`src/rtl/core/ost_pkg.sv`:
```
package ost_pkg;

   localparam int ACTION_W    = 2;
   localparam int REQ_VALUE_W = 16;
   localparam int POSITION_W  = 5;
   localparam int COUNT_W     = 6;

   localparam logic [ACTION_W-1:0] ACT_INSERT = 2'd0;
   localparam logic [ACTION_W-1:0] ACT_DELETE = 2'd1;
   localparam logic [ACTION_W-1:0] ACT_QUERY  = 2'd2;

   typedef enum logic [2:0] {
      ST_IDLE,
      ST_SCAN_RD,
      ST_SCAN_CMP,
      ST_DECIDE,
      ST_SHIFT_RD,
      ST_SHIFT_WR,
      ST_RESPOND
   } ctrl_state_type;

   typedef struct packed {
      logic load;
      logic scan_rd;
      logic found;
      logic idx_inc;
      logic append;
      logic reject;
      logic shift_rd;
      logic shift_wr;
      logic shrink;
   } ctl_cmd_type;

   typedef struct packed {
      logic is_insert;
      logic is_delete;
      logic scan_end;
      logic hit;
      logic present;
      logic full;
      logic shift_end;
   } dp_status_type;

endpackage

```
`src/rtl/core/ost_ctrl.sv`:
```
module ost_ctrl
   import ost_pkg::*;
(
   input  logic          clock,
   input  logic          reset,
   input  logic          start,
   input  dp_status_type status,
   output ctl_cmd_type   cmd,
   output logic          busy,
   output logic          rsp_strobe
);

   ctrl_state_type state_ff;
   ctrl_state_type state_in;

   always_ff @(posedge clock) begin
      if (reset) begin
         state_ff <= ST_IDLE;
      end else begin
         state_ff <= state_in;
      end
   end

   always_comb begin
      state_in   = state_ff;
      cmd        = '0;
      busy       = 1'b1;
      rsp_strobe = 1'b0;
      case (state_ff)
         ST_IDLE: begin
            busy = 1'b0;
            if (start) begin
               cmd.load = 1'b1;
               state_in = ST_SCAN_RD;
            end
         end
         ST_SCAN_RD: begin
            // walked past the last member: value is absent
            if (status.scan_end) begin
               state_in = ST_DECIDE;
            end else begin
               cmd.scan_rd = 1'b1;
               state_in    = ST_SCAN_CMP;
            end
         end
         ST_SCAN_CMP: begin
            if (status.hit) begin
               cmd.found = 1'b1;
               state_in  = ST_DECIDE;
            end else begin
               cmd.idx_inc = 1'b1;
               state_in    = ST_SCAN_RD;
            end
         end
         ST_DECIDE: begin
            state_in = ST_RESPOND;
            if (status.is_insert && !status.present) begin
               if (status.full) begin
                  cmd.reject = 1'b1;
               end else begin
                  cmd.append = 1'b1;
               end
            end else if (status.is_delete && status.present) begin
               state_in = ST_SHIFT_RD;
            end
         end
         ST_SHIFT_RD: begin
            if (status.shift_end) begin
               cmd.shrink = 1'b1;
               state_in   = ST_RESPOND;
            end else begin
               cmd.shift_rd = 1'b1;
               state_in     = ST_SHIFT_WR;
            end
         end
         ST_SHIFT_WR: begin
            // move the later entry down one place and advance
            cmd.shift_wr = 1'b1;
            cmd.idx_inc  = 1'b1;
            state_in     = ST_SHIFT_RD;
         end
         ST_RESPOND: begin
            rsp_strobe = 1'b1;
            state_in   = ST_IDLE;
         end
         default: begin
            state_in = ST_IDLE;
         end
      endcase
   end

endmodule

```
`src/rtl/core/ost_dpath.sv`:
```
module ost_dpath
   import ost_pkg::*;
#(
   parameter int CAPACITY    = 32,
   parameter int VALUE_WIDTH = 16
)
(
   input  logic                   clock,
   input  logic                   reset,
   input  ctl_cmd_type            cmd,
   input  logic [ACTION_W-1:0]    req_action,
   input  logic [REQ_VALUE_W-1:0] req_value,
   output dp_status_type          status,
   output logic                   rsp_present,
   output logic [POSITION_W-1:0]  rsp_position,
   output logic                   rsp_changed,
   output logic                   rsp_full_reject,
   output logic [COUNT_W-1:0]     rsp_count,
   output logic                   rsp_is_empty,
   output logic                   rsp_is_full
);

   localparam int IDX_W = $clog2(CAPACITY);
   localparam int CNT_W = $clog2(CAPACITY + 1);

   logic [VALUE_WIDTH-1:0] store_ff [CAPACITY];
   logic [VALUE_WIDTH-1:0] rd_data_ff;
   logic [VALUE_WIDTH-1:0] key_ff;
   logic [VALUE_WIDTH-1:0] key_in;
   logic [ACTION_W-1:0]    act_ff;
   logic [CNT_W-1:0]       idx_ff;
   logic [CNT_W-1:0]       idx_in;
   logic [CNT_W-1:0]       idx_next;
   logic [IDX_W-1:0]       pos_ff;
   logic [IDX_W-1:0]       pos_in;
   logic                   present_ff;
   logic                   present_in;
   logic                   changed_ff;
   logic                   changed_in;
   logic                   reject_ff;
   logic                   reject_in;
   logic [CNT_W-1:0]       count_ff;
   logic [CNT_W-1:0]       count_in;

   logic                   wr_en;
   logic [IDX_W-1:0]       wr_addr;
   logic [VALUE_WIDTH-1:0] wr_data;
   logic                   rd_en;
   logic [IDX_W-1:0]       rd_addr;

   assign key_in   = VALUE_WIDTH'(req_value);
   assign idx_next = idx_ff + CNT_W'(1);

   always_comb begin
      idx_in     = idx_ff;
      pos_in     = pos_ff;
      present_in = present_ff;
      changed_in = changed_ff;
      reject_in  = reject_ff;
      count_in   = count_ff;
      if (cmd.load) begin
         idx_in     = '0;
         pos_in     = '0;
         present_in = 1'b0;
         changed_in = 1'b0;
         reject_in  = 1'b0;
      end
      if (cmd.idx_inc) begin
         idx_in = idx_next;
      end
      if (cmd.found) begin
         pos_in     = idx_ff[IDX_W-1:0];
         present_in = 1'b1;
      end
      if (cmd.append) begin
         count_in   = count_ff + CNT_W'(1);
         changed_in = 1'b1;
      end
      if (cmd.shrink) begin
         count_in   = count_ff - CNT_W'(1);
         changed_in = 1'b1;
      end
      if (cmd.reject) begin
         reject_in = 1'b1;
      end
   end

   always_ff @(posedge clock) begin
      if (reset) begin
         count_ff   <= '0;
         present_ff <= 1'b0;
         changed_ff <= 1'b0;
         reject_ff  <= 1'b0;
      end else begin
         count_ff   <= count_in;
         present_ff <= present_in;
         changed_ff <= changed_in;
         reject_ff  <= reject_in;
      end
   end

   always_ff @(posedge clock) begin
      idx_ff <= idx_in;
      pos_ff <= pos_in;
      if (cmd.load) begin
         key_ff <= key_in;
         act_ff <= req_action;
      end
   end

   // single write port, single registered read port
   assign wr_en   = cmd.append || cmd.shift_wr;
   assign wr_addr = cmd.append ? count_ff[IDX_W-1:0] : idx_ff[IDX_W-1:0];
   assign wr_data = cmd.append ? key_ff : rd_data_ff;
   assign rd_en   = cmd.scan_rd || cmd.shift_rd;
   assign rd_addr = cmd.shift_rd ? idx_next[IDX_W-1:0] : idx_ff[IDX_W-1:0];

   always_ff @(posedge clock) begin
      if (wr_en) begin
         store_ff[wr_addr] <= wr_data;
      end
      if (rd_en) begin
         rd_data_ff <= store_ff[rd_addr];
      end
   end

   assign status.is_insert = (act_ff == ACT_INSERT);
   assign status.is_delete = (act_ff == ACT_DELETE);
   assign status.scan_end  = (idx_ff == count_ff);
   assign status.hit       = (rd_data_ff == key_ff);
   assign status.present   = present_ff;
   assign status.full      = (count_ff == CNT_W'(CAPACITY));
   assign status.shift_end = (idx_next == count_ff);

   assign rsp_present     = present_ff;
   assign rsp_position    = POSITION_W'(pos_ff);
   assign rsp_changed     = changed_ff;
   assign rsp_full_reject = reject_ff;
   assign rsp_count       = COUNT_W'(count_ff);
   assign rsp_is_empty    = (count_ff == '0);
   assign rsp_is_full     = (count_ff == CNT_W'(CAPACITY));

endmodule

```
`src/rtl/core/ordered_set_table_core.sv`:
```
// Ordered set table: insert, delete or query one value per beat.
// Each scan step reads one member (ST_SCAN_RD) and compares it with the key
// (ST_SCAN_CMP); a delete then moves each later member down one place, reading
// it (ST_SHIFT_RD) and writing it (ST_SHIFT_WR); the store reads through a registered port.
// Throughput: one item at a time; busy falls the cycle after rsp_strobe.
// Reset: synchronous, empties the set; the store itself is not cleared.
module ordered_set_table_core
   import ost_pkg::*;
#(
   parameter int CAPACITY    = 32,
   parameter int VALUE_WIDTH = 16
)
(
   input  logic                   clock,
   input  logic                   reset,
   input  logic                   start,
   output logic                   busy,
   input  logic [ACTION_W-1:0]    req_action,
   input  logic [REQ_VALUE_W-1:0] req_value,
   output logic                   rsp_strobe,
   output logic                   rsp_present,
   output logic [POSITION_W-1:0]  rsp_position,
   output logic                   rsp_changed,
   output logic                   rsp_full_reject,
   output logic [COUNT_W-1:0]     rsp_count,
   output logic                   rsp_is_empty,
   output logic                   rsp_is_full
);

   ctl_cmd_type   cmd;
   dp_status_type status;

   ost_ctrl u_ctrl (
      .clock      (clock),
      .reset      (reset),
      .start      (start),
      .status     (status),
      .cmd        (cmd),
      .busy       (busy),
      .rsp_strobe (rsp_strobe)
   );

   ost_dpath #(
      .CAPACITY    (CAPACITY),
      .VALUE_WIDTH (VALUE_WIDTH)
   ) u_dpath (
      .clock           (clock),
      .reset           (reset),
      .cmd             (cmd),
      .req_action      (req_action),
      .req_value       (req_value),
      .status          (status),
      .rsp_present     (rsp_present),
      .rsp_position    (rsp_position),
      .rsp_changed     (rsp_changed),
      .rsp_full_reject (rsp_full_reject),
      .rsp_count       (rsp_count),
      .rsp_is_empty    (rsp_is_empty),
      .rsp_is_full     (rsp_is_full)
   );

   a_accept_busy: assert property (@(posedge clock) disable iff (reset)
      (start && !busy) |=> (busy && !rsp_strobe))
      else $error("accepted beat did not raise busy");

   a_strobe_release: assert property (@(posedge clock) disable iff (reset)
      rsp_strobe |=> (!busy && !rsp_strobe))
      else $error("busy held after response beat");

   a_reject_clean: assert property (@(posedge clock) disable iff (reset)
      (rsp_strobe && rsp_full_reject) |-> (!rsp_changed && !rsp_present && rsp_is_full))
      else $error("refused insert reported a change or a member");

   a_delete_room: assert property (@(posedge clock) disable iff (reset)
      (rsp_strobe && rsp_changed && rsp_present) |-> !rsp_is_full)
      else $error("set still full after a delete");

endmodule

```
`config.mk`:
```
export PLATFORM = sky130hd
export DESIGN_NAME = ordered_set_table_core
export DESIGN_NICKNAME = d
export VERILOG_FILES = /design/src/rtl/core/ost_pkg.sv /design/src/rtl/core/ost_ctrl.sv /design/src/rtl/core/ost_dpath.sv /design/src/rtl/core/ordered_set_table_core.sv
export SDC_FILE = /design/constraint.sdc
export NUM_CORES = 1
export LEC_CHECK = 0
export BUFFER_PORTS_ARGS = -buffer_cell sky130_fd_sc_hd__buf_2
export CAP_MARGIN = 20
export CORE_UTILIZATION = 25
export DETAILED_ROUTE_END_ITERATION = 8
export PLACE_DENSITY = 0.43
export SLEW_MARGIN = 40
export SYNTH_ARGS = -nofsm -noshare
export SYNTH_HDL_FRONTEND = slang
export SYNTH_SLANG_ARGS = --single-unit
export TNS_END_PERCENT = 50
```
`constraint.sdc`:
```
create_clock -name clock -period 4.3 [get_ports clock]
set_input_delay 0.215 -clock clock [delete_from_list [all_inputs] [get_ports clock]]
set_output_delay 0.215 -clock clock [all_outputs]
set_load 0.02 [all_outputs]
```
Yosys cells after proc, flatten, opt, wreduce, memory -nomap -nowiden
Memories as Yosys holds them, arrays and structs flattened. A register that Yosys moved wholly into a read port is not among the register bits.
Index checks and enable logic that the tools add are counted.

storage, ports and cells
  output and inout port bits = 18
  memories kept = 1
  register bits after elaboration = 41
  bits in writable memories = 512
  input port bits = 21
  word-level logic and storage cells = 80

memory list
  memory            depth  width  read ports  clocked after Yosys merged registers in  wr ports  RTL line         text
  u_dpath.store_ff  32     16     1           1                                        1         ost_dpath.sv:26  logic [VALUE_WIDTH-1:0] store_ff [CAPACITY];

operators by class
  equal/unequal tests = 12
  muxes and demuxes = 42
  add/sub/neg operators = 3
  reduce and logical (&&, ||, !) cells = 13

operators by type and width
  kind                                               number
  two-way mux 1 bit                                  24
  two-way mux 6 bit                                  4
  two-way mux 5 bit                                  4
  case mux 3 bit (6 select lines)                    1
  == test 16 bit                                     1
  two-way mux 16 bit                                 1
  adder 6 x 1 -> 6 bit (second input constant)       2
  == test 6 bit                                      2
  two-way mux 2 bit                                  6
  == test 3 bit (second input constant)              3
  nonzero test 2 bit                                 4
  == test 3 x 2 -> 1 bit (second input constant)     2
  == test 6 bit (second input constant)              1
  zero test 6 bit                                    1
  subtractor 6 x 1 -> 6 bit (second input constant)  1
  == test 3 x 1 -> 1 bit (second input constant)     1
  zero test 3 bit                                    1
  two-way mux 3 bit                                  1
  nonzero test 3 bit                                 1
  == test 2 x 1 -> 1 bit (second input constant)     1
  logical AND 1 bit                                  2
  zero test 2 bit                                    1
  logical OR 1 bit                                   2
  inequality test 2 bit (second input constant)      1
  other kinds (2)                                    2

Logic depth before layout (Yosys ltp)
Gate-level depths: netlist of the first run.

  depth after elaboration = 7
  depth in mapped cells = 17

Hierarchy
Synthesis of the first run repeated with hierarchy kept, for this count alone.

unflattened totals
  cells, all modules = 1,885
  area, all modules = 27,288.7 um^2

by module, submodules not included
  module     seq. area each (um^2)  area each (um^2)  cells an instance  instances
  ost_dpath  16,906.2               27,024.7          1,850              1
  ost_ctrl   60.1                   264.0             35                 1

Least setup slack after synthesis of the first run
Ideal clock, no wire load.

  path type = reg-to-reg
  start = reg u_dpath.count_ff[1] (netlist: u_dpath.rsp_count[1])
  end = mem u_dpath.store_ff[0][0], enable pin
  stages on the path, launching flop included = 11
  setup time = 0.388 ns
  arrival = 3.427 ns
  path buffers = 3
  data required time = 3.912 ns
  path slack = 0.485 ns
  period minus slack after synthesis = 3.815 ns
  cell sequence = dfxtp_1 clkbuf_1 or4_1 nor3b_1 nand2b_1 clkbuf_1 buf_2 nand2_1 o31ai_1 nand2_1 nor2_1

between the ends
  cells in the longest elaborated chain, start to end = 7
  elaborated cells on any way between the ends = 8

ends and longest elaborated chain
  item                                     RTL line                      text
  from (decl)                              ost_dpath.sv:42               logic [CNT_W-1:0] count_ff;
  from (signal assigned)                   ost_dpath.sv:95               count_ff <= count_in;
  == test 6 bit *                          n/a
  named net rsp_is_full                    ordered_set_table_core.sv:27  output logic rsp_is_full
  two-way mux 1 bit *                      ost_ctrl.sv:58                if (status.full) begin
  two-way mux 2 bit *                      ost_ctrl.sv:57                if (status.is_insert && !status.present) begin
  two-way mux 2 bit *                      ost_ctrl.sv:29                case (state_ff)
  logical OR 1 bit                         ost_dpath.sv:112              assign wr_en = cmd.append || cmd.shift_wr;
  two-way mux 1 bit                        ost_dpath.sv:119              if (wr_en) begin
  two-way mux 1 bit (implied by the code)  ost_dpath.sv:120              store_ff[wr_addr] <= wr_data;
  to (decl)                                ost_dpath.sv:26

The timed path passes the listed nets; every way through them passes the cells marked *.

Worst setup path in the final report of the first run
  start = reg u_dpath.idx_ff[0]
  end = reg u_dpath.rd_data_ff[9], read port of u_dpath.store_ff, data pin

between the ends
  cells in the longest elaborated chain, start to end = 5
  elaborated cells on any way between the ends = 9

ends and longest elaborated chain
  item                                                          RTL line                            text
  from (decl)                                                   ost_dpath.sv:31                     logic [CNT_W-1:0] idx_ff;
  from (signal assigned)                                        ost_dpath.sv:103                    idx_ff <= idx_in;
  adder 6 x 1 -> 6 bit                                          ost_dpath.sv:52                     assign idx_next = idx_ff + CNT_W'(1);
  == test 6 bit                                                 ost_dpath.sv:133                    assign status.shift_end = (idx_next == count_ff);
  two-way mux 1 bit                                             ost_ctrl.sv:68                      if (status.shift_end) begin
  two-way mux 1 bit                                             ost_ctrl.sv:29
  two-way mux 5 bit / logical OR 1 bit (equally long branches)  ost_dpath.sv:116, ost_dpath.sv:115
  to (decl)                                                     ost_dpath.sv:27                     logic [VALUE_WIDTH-1:0] rd_data_ff;

Several ways; a longest one is shown, not always the timed one.
A chain may end at the register's enable or synchronous reset.

==> flow_summary.yaml, run 1 <==
run_status:
  status: "finished, final reports clean"
die:
  ios: 39
  dieArea_mm2: 0.0933
  rows: 110
  start_util: 0.254
  core_area_mm2: 0.0906
  fp.dieH_um: 305
  dieWidth_um: 305
grt:
  antenna_found_initial: 6
  grt_pass1_vias: 13811
  grt_max_degree: 59
  grt_pass1_wl_um: 98400
  grt.overflow.total: 0
  track_usage: 0.144
clock_network:
  clock-sinks: 569
  cts_tree: "built"
  clkTransAtPathRegs_ns: 0.07
  root_buffer: "clkbuf_16"
  postCtsSetupBuffers: 0
  numCtsBuffers: 61
  clockBufferDepth: 3
  h-tree-depth: 2
  clock_latency_ns: 0.63
sta:
  rsz0062_at_grt: "no"
  fmax_ghz: 0.241
  skew_ns: 0.0274
  post-route-period-util: 0.966
  finalHoldViolCount: 0
  timing.slew.headroom: 0.424
  worst_pin_slew_ns: 0.863
  setup-violations-final: 0
  slew_violations: 0
  layout_min_cycle_time_ns: 4.16
power:
  irDropWorstVdd_mv: 0.316
  leakage_nw: 9.36
  power_density_mw_per_mm2: 483
  total_power_mw: 13.4
yosys:
  synth_area_leaders: "edfxtp_1 (73%), mux2i_1 (4.0%), nand2_1 (3.3%), a221oi_1 (2.9%), a21oi_1 (2.6%)"
  synth_area_mm2: 0.0230
  synth_cells: 1539
  ys_seq_area_frac: 0.737
  ys_seq_elements: 569
  synth_cell_types: 63
  syn_nets: 1566
  synth_area_per_cell_um2: 15.0
  synth_top_cell_area_share: 0.726
  ys_async_sr_fraction: 0
  yosysWarnings: 0
  yosysTopAreaCell: "edfxtp_1"
  ys.flop_type: "edfxtp_1"
  synth_edf_count: 557
routing:
  wire_per_inst_um: 23.3
  dr.pass1.iters: 5
  vias: 13888
  via_per_inst: 4.75
  routed_wl_um: 68000
  ant_nets: 0
  route.detailed.drc: 0
  drtIter0Drc: 1112
worst_hold_path:
  hp-start: "start"
  hp-class: "in2reg"
critical_path:
  cpPeakStageDelay_ns: 0.66
  start_kind: "flip-flop"
  cp_max_fo: 10
  crit_slowest_cell: "a2111oi_1"
  critical_path_class: "reg2reg"
  crit_chain: "ha_1 > o21ba_2 > a22oi_1 > o211ai_2 > o21ai_2 > xor2_4 > or3_1 > buf_4 > buf_4 > a221oi_1 > buf_4 > a2111oi_1 > nand2_1"
  critPathLaunch: "u_dpath.idx_ff[0]$_SDFFCE_PN0P_"
  cp.arrival_ns: 4.50
  crit_required_ns: 4.64
  reg2reg_from: "u_dpath.idx_ff[0]$_SDFFCE_PN0P_"
  critPathCaptureType: "flip-flop"
  cpMostUsedCell: "buf_4"
placed_design:
  port_buffers: 38
  placed_cells: 2791
  dp_hpwl_um: 43500
  globalplace.congestion: 0.805
finish:
  layout_commonest_cell: "edfxtp_1"
  finalNetCount: 1726
  drive_above_1_share: 0.174
  final_cell_mix: "edfxtp_1 (557), nand2_1 (205), a21oi_1 (121), buf_4 (116), mux2i_1 (92)"
  area_delta_synth_final_pct: 20.2
  fin_cells: 2924
flow_run:
  drv_cap: 0
area by class of cell:
class	instances	area [um^2]
fillers	8980	62900
flip-flops and latches	569	17000
multi-input cells	859	5680
repair buffers	199	1700
clock buffers	78	1610
well taps	1176	1470
clock inverters	32	210
inverters	9	33.8
diodes	2	5.00
registers in the layout (all words and copies together) (netlist names):
| register | cells |
|---|---|
| u_dpath.idx_ff | 6 |
| u_ctrl.state_ff | 3 |
| u_dpath.rsp_full_reject | 1 |
| u_dpath.rsp_changed | 1 |
| u_dpath.store_ff | 512 |
| u_dpath.rsp_count | 6 |
| u_dpath.act_ff | 2 |
| u_dpath.key_ff | 16 |
| u_dpath.rsp_present | 1 |
| u_dpath.rsp_position | 5 |
| u_dpath.rd_data_ff | 16 |
kinds of logic after synthesis:
family,after synthesis,synth area share
AO/OA/AOI/OAI,327,0.101
XOR/XNOR,37,0.0144
adder cells (fa/ha/maj),6,0.00359
buffers and inverters,111,0.0229
flip-flops,569,0.737
multiplexers,108,0.0478
AND/OR/NAND/NOR,381,0.0737
repair_timing:
action / in CTS / in global routing
setup endpoints to repair: 0 / 4
hold buffers: 19 / 0
endpoints found under the hold margin: 28 / 0
gates resized for setup: 0 / 4
routing by layer:
metal / vias up / wire (um) / global-route usage
met1: 7113 / 31100 / 0.200
met4: 2 / 1580 / 0.0399
li1: 6320 / - / -
met3: 68 / 4400 / 0.0286
met2: 385 / 30900 / 0.227
met5: - / 7 / 0
through the flow:
stage	setup TNS (ns)	utilization	worst slack (ns)	hold WS (ns)	instance area [um^2]
final	0	0.306	0.144	0.0938	27700
after global routing	0	0.305	0.0276	0.121	27700
after CTS	0	0.305	0.0266	0.0547	27600
after detailed placement	0	0.282	0.0271	0.398	25600
after global placement	-4.72	0.281	-0.982	0.395	25500
after floorplan	0	-	0.485	0.314	23000
critical path: cells and delay by family (launching register included):
kind	cells	cell delay, ns
flops	1	0.39
compound gates	6	1.75
fa+ha+maj	1	0.32
buf+inv	3	0.61
xor+xnor	1	0.44
simple gates	2	0.35
synth_stat cells (all sizes together), types with 21 or more instances:
library cell and count:
xor2 28, nand2 206, nor4 21, and2 38, buf 61, edfxtp 557
mux2i 92, nor2 71, a21oi 121, a311oi 30, a211oi 36, clkbuf 41
a221oi 77
worst paths after layout:
check / endpoint / cells after the start / slack [ns]
worst min register to register: u_dpath.rsp_changed$_SDFFE_PP0P_ / 2 / 0.46
worst min-delay path: u_ctrl.state_ff[0]$_SDFFE_PP0P_ / 4 / 0.09
worst max register to register: u_dpath.rd_data_ff[9]$_DFFE_PP_ / 13 / 0.14
worst max-delay path: u_dpath.rd_data_ff[9]$_DFFE_PP_ / 13 / 0.14
power breakdown:
group	internal, mW	switching (mW)
sequential	6.42	0.0655
clock	2.74	2.13
combinational	0.627	1.37
Note: power is estimated with default switching activity, not from simulation.
==> inputs of run 2 (changes only) <==
- CTS_BUF_LIST: not set -> sky130_fd_sc_hd__clkbuf_4 sky130_fd_sc_hd__clkbuf_8
==> flow_summary.yaml, run 2 (same netlist as run 1, synthesis figures left out) <==
worst_hold_path:
  hp-start: "req_value[9]"
  min_path_cells: 2
  hp-class: "in2reg"
critical_path:
  cp_num_cells: 12
  crit_slowest_cell: "a2111oi_1"
  crit_chain: "ha_1 > nand4b_1 > a211oi_2 > o211ai_2 > o21ai_2 > xor2_4 > buf_12 > buf_4 > a311oi_1 > a2111oi_1 > buf_4 > nand2_1"
  critPathLaunch: "u_dpath.idx_ff[1]$_SDFFCE_PN0P_"
  regToRegSetupSlack_ns: 0.25
  rr_worst_depth: 12
  reg2reg_from: "u_dpath.idx_ff[1]$_SDFFCE_PN0P_"
  critical_path_class: "reg2reg"
  critPathCaptureType: "flip-flop"
  cpLargestDelayFamily: "compound AO/OA/AOI/OAI gates"
  start_kind: "flip-flop"
  cpMostUsedCell: "buf_4"
  cp.arrival_ns: 4.48
  crit_required_ns: 4.72
  cp_max_fo: 47
  cpPeakStageDelay_ns: 0.52
  critPathBufInv: 3
power:
  total_power_mw: 13.3
  swShare: 0.274
  combPwrFrac: 0.150
  p_clk_frac: 0.363
  irDropWorstVdd_mv: 0.203
  leakage_nw: 9.46
  power_switching_mw: 3.65
  p_int_mw: 9.69
  p_seq_frac: 0.487
  power_density_mw_per_mm2: 480
flow_run:
  drv_cap: 0
finish:
  fillers: 9006
  largest_register_ffs: 512
  top_regs: "u_dpath.store_ff (512), u_dpath.key_ff (16), u_dpath.rd_data_ff (16)"
  fin_cells: 2989
  area_delta_synth_final_pct: 20.6
  layout_commonest_cell: "edfxtp_1"
  final_cell_mix: "edfxtp_1 (557), nand2_1 (205), a21oi_1 (121), buf_4 (116), clkbuf_8 (101)"
  largest_register: "u_dpath.store_ff"
  drive_above_1_share: 0.209
  finalNetCount: 1762
sta:
  rsz0062_at_grt: "no"
  worst_pin_slew_ns: 0.860
  timing.slew.headroom: 0.426
  setup-violations-final: 0
  fmax_ghz: 0.247
  skew_ns: 0.0345
  slew_violations: 0
  holdWs_ns: 0.245
  finalHoldViolCount: 0
  layout_min_cycle_time_ns: 4.05
  post-route-period-util: 0.943
placed_design:
  port_buffers: 38
  dp_hpwl_um: 43500
  globalplace.congestion: 0.805
  placed_cells: 2791
clock_network:
  clockBufferDepth: 3
  clkTransAtPathRegs_ns: 0.06
  h-tree-depth: 3
  cts_tree: "built"
  numCtsBuffers: 97
  root_buffer: "clkbuf_8"
  postCtsSetupBuffers: 0
  clock-sinks: 569
  clock_latency_ns: 0.69
routing:
  routed_wl_um: 68600
  wire_per_inst_um: 22.9
  ant_nets: 0
  drtIter0Drc: 1090
  dr.pass1.iters: 5
  via_per_inst: 4.71
  vias: 14092
  route.detailed.drc: 0
die:
  start_util: 0.254
  dieWidth_um: 305
  ios: 39
  fp.dieH_um: 305
  rows: 110
  dieArea_mm2: 0.0933
  core_area_mm2: 0.0906
grt:
  track_usage: 0.146
  grt_pass1_wl_um: 100000
  antenna_found_initial: 5
  grt.overflow.total: 0
  grt_max_degree: 59
  grt_pass1_vias: 14132
run_status:
  status: "finished, final reports clean"
[run 2: cell count changes in the layout (fill, tap and decap cells not counted), sizes merged]
cell / before / now
inv: 9 / 10
buf: 177 / 176
clkinv: 30 / 32
dlygate4sd3: 19 / 20
clkbuf: 78 / 134
bufinv: 2 / 3
clkinvlp: 0 / 5
[run 2: what timing repair did]
action                                 in CTS  in global routing
endpoints found under the hold margin      30                  0
hold buffers                               20                  0
gates resized for setup                     1                  6
setup endpoints to repair                   1                  4
[run 2: routing by layer]
layer	up-vias	GRT usage	wire length (um)
li1	6414	-	-
met4	0	0.0418	1470
met3	78	0.0281	4000
met2	382	0.229	31400
met1	7218	0.204	31700
met5	-	0	0
[run 2: worst paths after layout]
kind / to
min: u_dpath.key_ff[9]$_DFFE_PP_
min reg2reg: u_dpath.rsp_changed$_SDFFE_PP0P_
max reg2reg: u_dpath.rd_data_ff[13]$_DFFE_PP_
max: u_dpath.rd_data_ff[13]$_DFFE_PP_
[run 2: per-stage QoR]
stage	setup WS, ns	utilization	instance area (um^2)	TNS (ns)
final	0.247	0.307	27800	0
after global routing	0.0400	0.307	27800	0
after CTS	0.0896	0.306	27700	0
after detailed placement	0.0271	0.282	25600	0
after global placement	-0.982	0.281	25500	-4.72
after floorplan	0.485	-	23000	0
[run 2: power groups by stage]
stage               combinational [mW]  sequential [mW]  clock, mW
global route                      2.15             6.49       5.24
detailed placement                1.99             6.60          0
finish                            2.00             6.49       4.85
CTS                               2.01             6.49       5.01
floorplan                         1.03             6.57          0
global placement                  1.92             6.60          0
[run 2: cell type report]
cell class | count | area [um^2] | area share
flip-flops and latches | 569 | 17000 | 0.611
repair buffers | 199 | 1680 | 0.0604
well taps | 1176 | 1470 | 0.0530
clock inverters | 41 | 275 | 0.00991
multi-input cells | 859 | 5710 | 0.206
diodes | 2 | 5.00 | 0.000180
inverters | 9 | 33.8 | 0.00122
clock buffers | 134 | 1640 | 0.0590
==> inputs of run 3 (changes only) <==
- GPL_TIMING_DRIVEN: not set -> 0
- MAX_ROUTING_LAYER: not set -> met4
==> flow_summary.yaml, run 3 (same netlist as run 1, synthesis figures left out) <==
run_status:
  status: "finished, final reports clean"
critical_path:
  rr_worst_depth: 13
  crit_required_ns: 4.84
  critical_path_class: "reg2reg"
  crit_slowest_cell: "a221oi_1"
  regToRegSetupSlack_ns: 0.08
  cp.arrival_ns: 4.76
  cp_max_fo: 10
  r2r-end: "u_dpath.rd_data_ff[15]$_DFFE_PP_"
  crit_end: "u_dpath.rd_data_ff[15]$_DFFE_PP_"
  critPathLaunch: "u_dpath.idx_ff[0]$_SDFFCE_PN0P_"
  start_kind: "flip-flop"
  crit_chain: "ha_1 > buf_2 > o21ba_2 > a22oi_1 > o211a_1 > o211a_1 > buf_2 > buf_2 > buf_2 > a21oi_1 > a221oi_1 > nor4_1 > nand2_1"
  reg2reg_from: "u_dpath.idx_ff[0]$_SDFFCE_PN0P_"
  cpMostUsedCell: "buf_2"
  critPathCaptureType: "flip-flop"
  cpPeakStageDelay_ns: 0.62
finish:
  layout_commonest_cell: "edfxtp_1"
  postLayoutCellArea_mm2: 0.0277
  final_cell_mix: "edfxtp_1 (557), nand2_1 (205), a21oi_1 (120), clkbuf_8 (101), mux2i_1 (92)"
  largest_register_ffs: 512
  top_regs: "u_dpath.store_ff (512), u_dpath.key_ff (16), u_dpath.rd_data_ff (16)"
  drive_above_1_share: 0.221
  largest_register: "u_dpath.store_ff"
  finalNetCount: 1740
  fillers: 9037
  area_delta_synth_final_pct: 20.5
placed_design:
  port_buffers: 38
  placed_area_mm2: 0.0252
  globalplace.congestion: 0.844
  dp_hpwl_um: 46900
clock_network:
  cts_tree: "built"
  h-tree-depth: 3
  clock-sinks: 569
  root_buffer: "clkbuf_8"
  clock_latency_ns: 0.69
  clkTransAtPathRegs_ns: 0.06
  numCtsBuffers: 96
  clockBufferDepth: 3
sta:
  setup-violations-final: 0
  worst_pin_slew_ns: 1.08
  slew_violations: 0
  layout_min_cycle_time_ns: 4.22
  finalHoldViolCount: 0
  holdWs_ns: 0.115
  post-route-period-util: 0.980
  rsz0062_at_grt: "yes"
  fmax_ghz: 0.237
  timing.slew.headroom: 0.272
  fin_tns_setup_ns: 0
  skew_ns: 0.0198
die:
  fp.dieH_um: 305
  dieWidth_um: 305
  dieArea_mm2: 0.0933
  core_area_mm2: 0.0906
  ios: 39
  rows: 110
  start_util: 0.254
worst_hold_path:
  hp-class: "in2reg"
routing:
  routed_wl_um: 71800
  ant_nets: 0
  via_per_inst: 4.76
  wire_per_inst_um: 24.2
  route.detailed.drc: 0
  drtIter0Drc: 1195
  vias: 14106
  dr.pass1.iters: 5
power:
  power_density_mw_per_mm2: 480
  irDropWorstVdd_mv: 0.175
  leakage_nw: 9.22
grt:
  grt_pass1_vias: 14339
  track_usage: 0.157
  grt_pass1_wl_um: 102000
  antenna_found_initial: 3
  grt.overflow.total: 0
  grt_max_degree: 33
flow_run:
  drv_cap: 0
[run 3: timing repair]
item,in CTS,in global routing
endpoints found under the hold margin,21,0
endpoints found under the setup margin,15,61
hold buffers,20,0
setup buffers,0,6
gates resized for setup,31,34
pin swaps,0,3
[run 3: power by group]
group,switching (mW),total (mW),internal [mW]
Clock,2.20,4.76,2.56
Sequential,0.0421,6.47,6.42
Combinational,1.55,2.09,0.538
Total,3.79,13.3,9.52
[run 3: stage by stage]
step	total power, mW	util	setup slack (ns)	cells
5_1_grt	13.8	0.306	-0.0129	2964
4_1_cts	13.4	0.303	-0.00528	2956
3_5_place_dp	8.56	0.278	-0.468	2765
3_3_place_gp	8.47	0.273	-1.15	2753
2_1_floorplan	7.59	-	0.485	1539
6_report	13.3	0.306	0.0841	2964
[run 3: layout make-up]
cell class / count / area [um^2] / area share
antenna: 2 / 5.00 / 0.000180
buffer: 101 / 514 / 0.0185
clock buffer: 132 / 1620 / 0.0585
clock inverter: 39 / 240 / 0.00866
inverter: 9 / 33.8 / 0.00122
multi-input combinational: 859 / 6230 / 0.225
sequential: 569 / 17000 / 0.612
tap: 1176 / 1470 / 0.0530
timing repair buffer: 77 / 656 / 0.0236
[run 3: worst min-delay path by stage]
stage               cells after the start                               end  slack [ns]     startpoint
finish                                  4  u_dpath.rsp_changed$_SDFFE_PP0P_        0.12          start
global route                            4  u_dpath.rsp_changed$_SDFFE_PP0P_        0.13          start
CTS                                     4  u_dpath.rsp_present$_SDFFE_PP0P_        0.05          start
detailed placement                      1       u_dpath.key_ff[3]$_DFFE_PP_        0.39   req_value[3]
global placement                        1       u_dpath.act_ff[1]$_DFFE_PP_        0.40  req_action[1]
floorplan                               0       u_dpath.act_ff[0]$_DFFE_PP_        0.31  req_action[0]
[run 3: critical path: cells and delay by family (launching register included)]
| kind | cells | cell delay (ns) |
|---|---|---|
| adders and majority gates | 1 | 0.24 |
| buffers and inverters | 4 | 1.29 |
| and+or+nand+nor | 2 | 0.30 |
| DFF | 1 | 0.46 |
| AOI/OAI and AO/OA | 6 | 1.78 |
[run 3: routing by layer]
metal,GRT usage,share of wire,vias to the layer above
li1,-,-,6367
met1,0.204,0.45,7191
met2,0.243,0.47,430
met3,0.0263,0.056,118
met4,0.0596,0.032,0
met5,-,0,-
